===== src/hw/rtl/pet_pkg.sv =====
package pet_pkg;

   localparam int MAX_ATOMS      = 1024;
   localparam int SLOTS_PER_ATOM = 8;
   localparam int ATOM_W         = $clog2(MAX_ATOMS);
   localparam int SLOT_IDX_W     = (SLOTS_PER_ATOM > 1) ? $clog2(SLOTS_PER_ATOM) : 1;
   localparam int COUNT_W        = 15;
   localparam int COUNT_LIMIT    = 16384;
   localparam int PAIR_STEP      = 2;

   localparam logic ACT_INSERT = 1'b0;
   localparam logic ACT_SEARCH = 1'b1;

   localparam logic STAT_OK   = 1'b0;
   localparam logic STAT_FULL = 1'b1;

   typedef struct packed {
      logic              valid;
      logic [ATOM_W-1:0] atom;
   } slot_type;

   typedef slot_type [SLOTS_PER_ATOM-1:0] row_type;

   typedef struct packed {
      logic                  hit;
      logic [SLOT_IDX_W-1:0] idx;
   } pick_type;

   typedef struct packed {
      logic load_req;
      logic clear_wr;
      logic rd_a;
      logic rd_b;
      logic cap_a;
      logic check;
      logic wr_b;
   } cmd_type;

   typedef struct packed {
      logic clear_last;
      logic insert_ok;
      logic is_search;
   } stat_type;

   function automatic pick_type find_slot(row_type row, logic [ATOM_W-1:0] who);
      pick_type pick;
      pick = '0;
      for (int k = SLOTS_PER_ATOM - 1; k >= 0; k--) begin
         if (!row[k].valid || row[k].atom == who) begin
            pick.hit = 1'b1;
            pick.idx = SLOT_IDX_W'(k);
         end
      end
      return pick;
   endfunction

   function automatic logic row_holds(row_type row, logic [ATOM_W-1:0] who);
      logic hit;
      hit = 1'b0;
      for (int k = 0; k < SLOTS_PER_ATOM; k++) begin
         if (row[k].valid && row[k].atom == who) begin
            hit = 1'b1;
         end
      end
      return hit;
   endfunction

   function automatic row_type set_slot(row_type row, logic [SLOT_IDX_W-1:0] idx,
                                        logic [ATOM_W-1:0] who);
      row_type upd;
      upd = row;
      for (int k = 0; k < SLOTS_PER_ATOM; k++) begin
         if (idx == SLOT_IDX_W'(k)) begin
            upd[k].valid = 1'b1;
            upd[k].atom  = who;
         end
      end
      return upd;
   endfunction

   function automatic logic atom_in_range(logic [ATOM_W-1:0] atom);
      return {1'b0, atom} < (ATOM_W + 1)'(MAX_ATOMS);
   endfunction

endpackage


===== src/hw/rtl/pet_ctrl.sv =====
module pet_ctrl (
   input  logic              clock,
   input  logic              reset,
   input  logic              start,
   input  pet_pkg::stat_type stat,
   output pet_pkg::cmd_type  cmd,
   output logic              busy
);
   import pet_pkg::*;

   typedef enum logic [5:0] {
      ST_IDLE    = 6'b000001,
      ST_CLEAR   = 6'b000010,
      ST_READ_A  = 6'b000100,
      ST_READ_B  = 6'b001000,
      ST_CHECK   = 6'b010000,
      ST_WRITE_B = 6'b100000
   } state_type;

   state_type state_ff;
   state_type state_in;

   always_comb begin
      state_in = state_ff;
      cmd      = '0;
      unique case (state_ff)
         ST_IDLE: begin
            if (start) begin
               cmd.load_req = 1'b1;
               state_in     = ST_READ_A;
            end
         end
         ST_CLEAR: begin
            cmd.clear_wr = 1'b1;
            if (stat.clear_last) begin
               state_in = ST_IDLE;
            end
         end
         ST_READ_A: begin
            cmd.rd_a = 1'b1;
            state_in = ST_READ_B;
         end
         ST_READ_B: begin
            cmd.rd_b  = 1'b1;
            cmd.cap_a = 1'b1;
            state_in  = ST_CHECK;
         end
         ST_CHECK: begin
            cmd.check = 1'b1;
            if (stat.is_search || !stat.insert_ok) begin
               state_in = ST_IDLE;
            end else begin
               state_in = ST_WRITE_B;
            end
         end
         ST_WRITE_B: begin
            cmd.wr_b = 1'b1;
            state_in = ST_IDLE;
         end
         default: begin
            state_in = ST_IDLE;
         end
      endcase
   end

   always_ff @(posedge clock) begin
      if (reset) begin
         state_ff <= ST_CLEAR;
      end else begin
         state_ff <= state_in;
      end
   end

   assign busy = (state_ff != ST_IDLE);

endmodule


===== config.mk =====
export PLATFORM = sky130hd
export DESIGN_NAME = pet_ctrl
export DESIGN_NICKNAME = d
export VERILOG_FILES = /design/src/hw/rtl/pet_pkg.sv /design/src/hw/rtl/pet_ctrl.sv
export SDC_FILE = /design/constraint.sdc
export NUM_CORES = 1
export LEC_CHECK = 0
export ABC_CLOCK_PERIOD_IN_PS = 3500
export BUFFER_PORTS_ARGS = -buffer_cell sky130_fd_sc_hd__buf_2
export CAP_MARGIN = 20
export CORE_AREA = 2 2 39 41
export DETAILED_ROUTE_END_ITERATION = 7
export DIE_AREA = 0 0 41 43
export RECOVER_POWER = 25
export SETUP_SLACK_MARGIN = 0.02
export SLEW_MARGIN = 10
export SYNTH_ARGS = -nofsm -noshare
export SYNTH_HDL_FRONTEND = slang
export SYNTH_SLANG_ARGS = --single-unit
export TNS_END_PERCENT = 1

===== constraint.sdc =====
create_clock -name clock -period 3.5 [get_ports clock]
set_clock_uncertainty 0.05 [all_clocks]
set_input_delay 1.05 -clock clock [delete_from_list [all_inputs] [get_ports clock]]
set_output_delay 1.05 -clock clock [all_outputs]
set_load 0.1 [all_outputs]

======== Word level (Yosys, flattened, before mapping) ========
Index checks and enable logic that the tools add are counted.
storage, ports and cells
  register bits ........................... 6
  bits in latches ......................... 0
  bits in writable memories ............... 0
  bits in read-only memories .............. 0
  bits of input ports ..................... 6
  output and inout port bits .............. 8
  logic and storage cells ................. 24
  memories kept ........................... 0
cells by class
  $add $sub $neg .......................... 0
  $mul .................................... 0
  div/mod/pow operators ................... 0
  $lt $le $gt $ge ......................... 0
  eq/ne operators ......................... 9
  shift-type cells ........................ 0
  mux-type cells .......................... 11
  bitwise logic cells ..................... 0
  reductions and logical operators ........ 3
operators with widths
  operator                                                                  count
  6-bit one-hot mux with 5 select lines                                     1
  6-bit 2-to-1 mux                                                          3
  6-bit by 1-bit == test with 1-bit output (second input constant)          1
  6-bit by 2-bit == test with 1-bit output (second input constant)          1
  6-bit by 3-bit == test with 1-bit output (second input constant)          1
  6-bit by 4-bit == test with 1-bit output (second input constant)          1
  6-bit by 5-bit == test with 1-bit output (second input constant)          1
  6-bit == test (second input constant)                                     1
  1-bit 2-to-1 mux                                                          6
  6-bit by 1-bit inequality test with 1-bit output (second input constant)  1
  2-bit inequality test (second input constant)                             2
  2-bit 2-to-1 mux                                                          1
  2-bit AND reduction                                                       1
  1-bit logical NOT                                                         1
  1-bit logical OR                                                          1

======== Depth between registers and ports, before layout ========
  word-level depth ........................ 4
  depth in mapped cells ................... 4
  depth with buffers taken out ............ 4

======== Least setup slack after synthesis ========
Ideal clock, no wire load.
  kind .................................... reg2out
  start point ............................. reg state_ff[2]
  end point ............................... out cmd[1] (netlist bit)
  arrival ................................. 3.106 ns
  data required time ...................... 2.400 ns
  setup slack ............................. -0.706 ns
  stages on the path, launching flop included .. 3
  path buffers ............................ 0
  path through ............................ dfxtp_1 or4_4 nor3b_1
RTL lines
  item                    line            source
  from (decl)             pet_ctrl.sv:20  state_type state_ff;
  from (signal assigned)  pet_ctrl.sv:70  state_ff <= state_in;
  to (decl)               pet_ctrl.sv:6   output pet_pkg::cmd_type cmd,

==> impl_metrics.json <==
{
  "run_status": "finished, final reports clean",
  "r2r_slack_ps": 1880,
  "cellPowerDensity_mw_per_mm2": 443,
  "critPathArrivalTime_ps": 2020,
  "antenna_found_initial": 0,
  "drt-total-wl_um": 622,
  "drive_gt1_frac": 0.438,
  "gr-total-overflow": 0,
  "intPower_w": 0.000123,
  "post_cts_hold_buffer_count": 0,
  "floorplan.initialDensity": 0.235,
  "final.min_clock_period_ps": 3120,
  "num_vias": 305,
  "largest_register_ffs": 6,
  "endpoint_kind": "output port",
  "startpoint_type": "register",
  "netSwitchingPower_w": 0.0000623,
  "cts_sinks": 6,
  "dr.first_iter.drc_count": 1,
  "cts-buffers-inserted": 3,
  "detailedPlacementHpwl_um": 504,
  "registers_with_the_most_flip_flops": "state_ff x6",
  "placementRows": 14,
  "finalSetupViolations": 0,
  "synth.distinct_cells": 17,
  "global_route_wire_length_before_repair_mm": 1.09,
  "combinationalPowerShare": 0.266,
  "syn_nets": 40,
  "h-tree-depth": 1,
  "rsz0062_at_grt": "no",
  "relSlewSlack": 0.679,
  "clock_power_share": 0.330,
  "number_of_buffer_and_inverter_instances_along_the_worst_setup_path": 1,
  "nNetsFinal": 56,
  "drt.antenna.violating_nets": 0,
  "synth.ff_latch_count": 6,
  "grt_start_max_net_pins": 6,
  "clock_tree.buffer_depth": 2,
  "flow.area_growth_from_synthesis_pct": 28.8,
  "ir_drop_v": 0.000216,
  "tightestPinTransition_ps": 485,
  "die-width_um": 41,
  "sequence_of_cells_on_the_critical_path": "or4_1 > or2_1 > nor2_1 > buf_2",
  "share_seq_of_total_power": 0.404,
  "synthesis.yosys.warnings": 0,
  "top_level_ports": 14,
  "core_mm2": 0.00138,
  "cts_repair_resize_count": 0,
  "largest_register": "state_ff",
  "slowest_delay_ps": 640,
  "number_of_port_buffers": 13,
  "maxSlewViolCount": 0,
  "total_leakage_power_nw": 0.202,
  "syn-mean-instance-area_um2": 9.57,
  "worst_path_dominant_cell_family": "simple AND/OR/NAND/NOR gates",
  "drc_errors": 0,
  "hold_path_class": "register to register",
  "maxCapViolCount": 0,
  "worst_ep_required_time_ps": 2400,
  "whs_ps": 601,
  "cts.clk_slew.worst_paths_ps": 40,
  "final_worst_setup_slack_ps": 381,
  "critical_path.max_fanout": 5,
  "timing_worst_setup_path_type": "register to output port",
  "cts.root.buffer_cell": "sky130_fd_sc_hd__clkbuf_4",
  "detail_route.first_pass.iterations": 2,
  "avgRoutedWirePerCell_um": 9.72,
  "tritoncts": "yes",
  "layout_worst_path_cycle_share": 0.891,
  "grtUsageTotal": 0.0956,
  "post_cts_buffers": 0,
  "hold_violations": 0,
  "die_height_um": 43,
  "synthesis.area_um2": 325,
  "post_drt_via_cell_ratio": 4.77,
  "insertion_delay_ps": 240,
  "max_clock_freq_mhz": 321,
  "critical_path.slowest_cell": "sky130_fd_sc_hd__or4_1",
  "sw_frac_of_total": 0.336,
  "synth_seq_area_share": 0.369,
  "antenna-diode-count": 0,
  "pre_cts_slack_ps": 697,
  "gp_routability_congestion": 0.720,
  "grt_pass1_vias": 274,
  "die_area_mm2": 0.00176,
  "netlist_instances": 34
}
==> tightest hold or removal path, cell delays in order (launching register included) <==
cell	delay, ps
sky130_fd_sc_hd__dfxtp_1	330
sky130_fd_sc_hd__nor4bb_1	140
sky130_fd_sc_hd__nand2b_1	90
sky130_fd_sc_hd__nor3_1	50
==> through the flow <==
step	std cells	power, W	instance area (µm²)	setup TNS, ps	util
after floorplan	34	0.000117	330	-1720	-
after global placement	61	0.000127	400	0	0.289
after detailed placement	61	0.000127	400	0	0.289
after CTS	64	0.000189	423	0	0.306
after global routing	64	0.000196	419	0	0.303
final	64	0.000186	419	0	0.303
==> area by class of cell <==
type / instances / area (µm²)
inverter: 4 / 15.0
sequential: 6 / 120
multi-input combinational: 22 / 176
tap: 16 / 20.0
timing repair buffer: 13 / 65.1
clock buffer: 3 / 22.5
fill: 149 / 965
==> placed cells by master, fill, tap and decap left out <==
master	netlist	layout
sky130_fd_sc_hd__a2bb2oi_1	1	1
sky130_fd_sc_hd__a32o_1	1	1
sky130_fd_sc_hd__and3b_2	2	2
sky130_fd_sc_hd__buf_2	0	13
sky130_fd_sc_hd__clkbuf_4	0	3
sky130_fd_sc_hd__dfxtp_1	6	6
sky130_fd_sc_hd__inv_1	4	4
sky130_fd_sc_hd__nand2b_1	2	2
sky130_fd_sc_hd__nor2_1	1	1
sky130_fd_sc_hd__nor3_1	3	3
sky130_fd_sc_hd__nor3_2	1	1
sky130_fd_sc_hd__nor3b_1	4	3
sky130_fd_sc_hd__nor3b_2	0	1
sky130_fd_sc_hd__nor4_1	1	1
sky130_fd_sc_hd__nor4bb_1	1	1
sky130_fd_sc_hd__o41a_1	1	1
sky130_fd_sc_hd__or2_1	1	1
sky130_fd_sc_hd__or4_1	0	1
sky130_fd_sc_hd__or4_4	2	1
sky130_fd_sc_hd__xor2_1	1	1
==> final timing paths <==
| check | from | end | depth (start not counted) |
|---|---|---|---|
| worst max-delay path | state_ff[2] | cmd[6] | 4 |
| worst min-delay path | state_ff[4] | state_ff[5] | 3 |
| worst max register to register | state_ff[2] | state_ff[0] | 3 |
| worst min register to register | state_ff[4] | state_ff[5] | 3 |
==> per-layer routing <==
layer,vias up,track usage,share of wire
met5,-,0,0
met2,7,0.122,0.49
li1,153,-,-
met3,2,0.0628,0.050
met4,0,0.0600,0.014
met1,143,0.113,0.45
==> synth_stat cells, drive strengths merged <==
cell,instances,area [µm²]
buf,2,15.0
nor2,1,3.75
nor4bb,1,10.0
or4,2,22.5
inv,4,15.0
nand2b,2,12.5
nor4,1,6.26
and3b,2,20.0
xor2,1,8.76
dfxtp,6,120
o41a,1,11.3
a2bb2oi,1,8.76
a32o,1,10.0
nor3,4,25.0
or2,1,6.26
nor3b,4,30.0
==> kinds of logic (layout without fill, tap and decap cells) <==
family                    count (synthesis)  in the layout  share of synthesized area
and+or+nand+nor                          18             18                      0.419
DFF                                       6              6                      0.369
xor gates and xnor gates                  1              1                     0.0269
buffers and inverters                     6             20                     0.0923
AOI/OAI and AO/OA                         3              3                     0.0923
==> power groups by stage <==
| stage | logic [W] | clock network [W] | registers, W |
|---|---|---|---|
| 3_5_place_dp | 0.0000505 | 0 | 0.0000762 |
| 5_1_grt | 0.0000527 | 0.0000678 | 0.0000756 |
| 2_1_floorplan | 0.0000420 | 0 | 0.0000755 |
| 3_3_place_gp | 0.0000505 | 0 | 0.0000761 |
| 4_1_cts | 0.0000505 | 0.0000634 | 0.0000750 |
| 6_report | 0.0000494 | 0.0000612 | 0.0000749 |
Power figures use the tool's default switching activity.
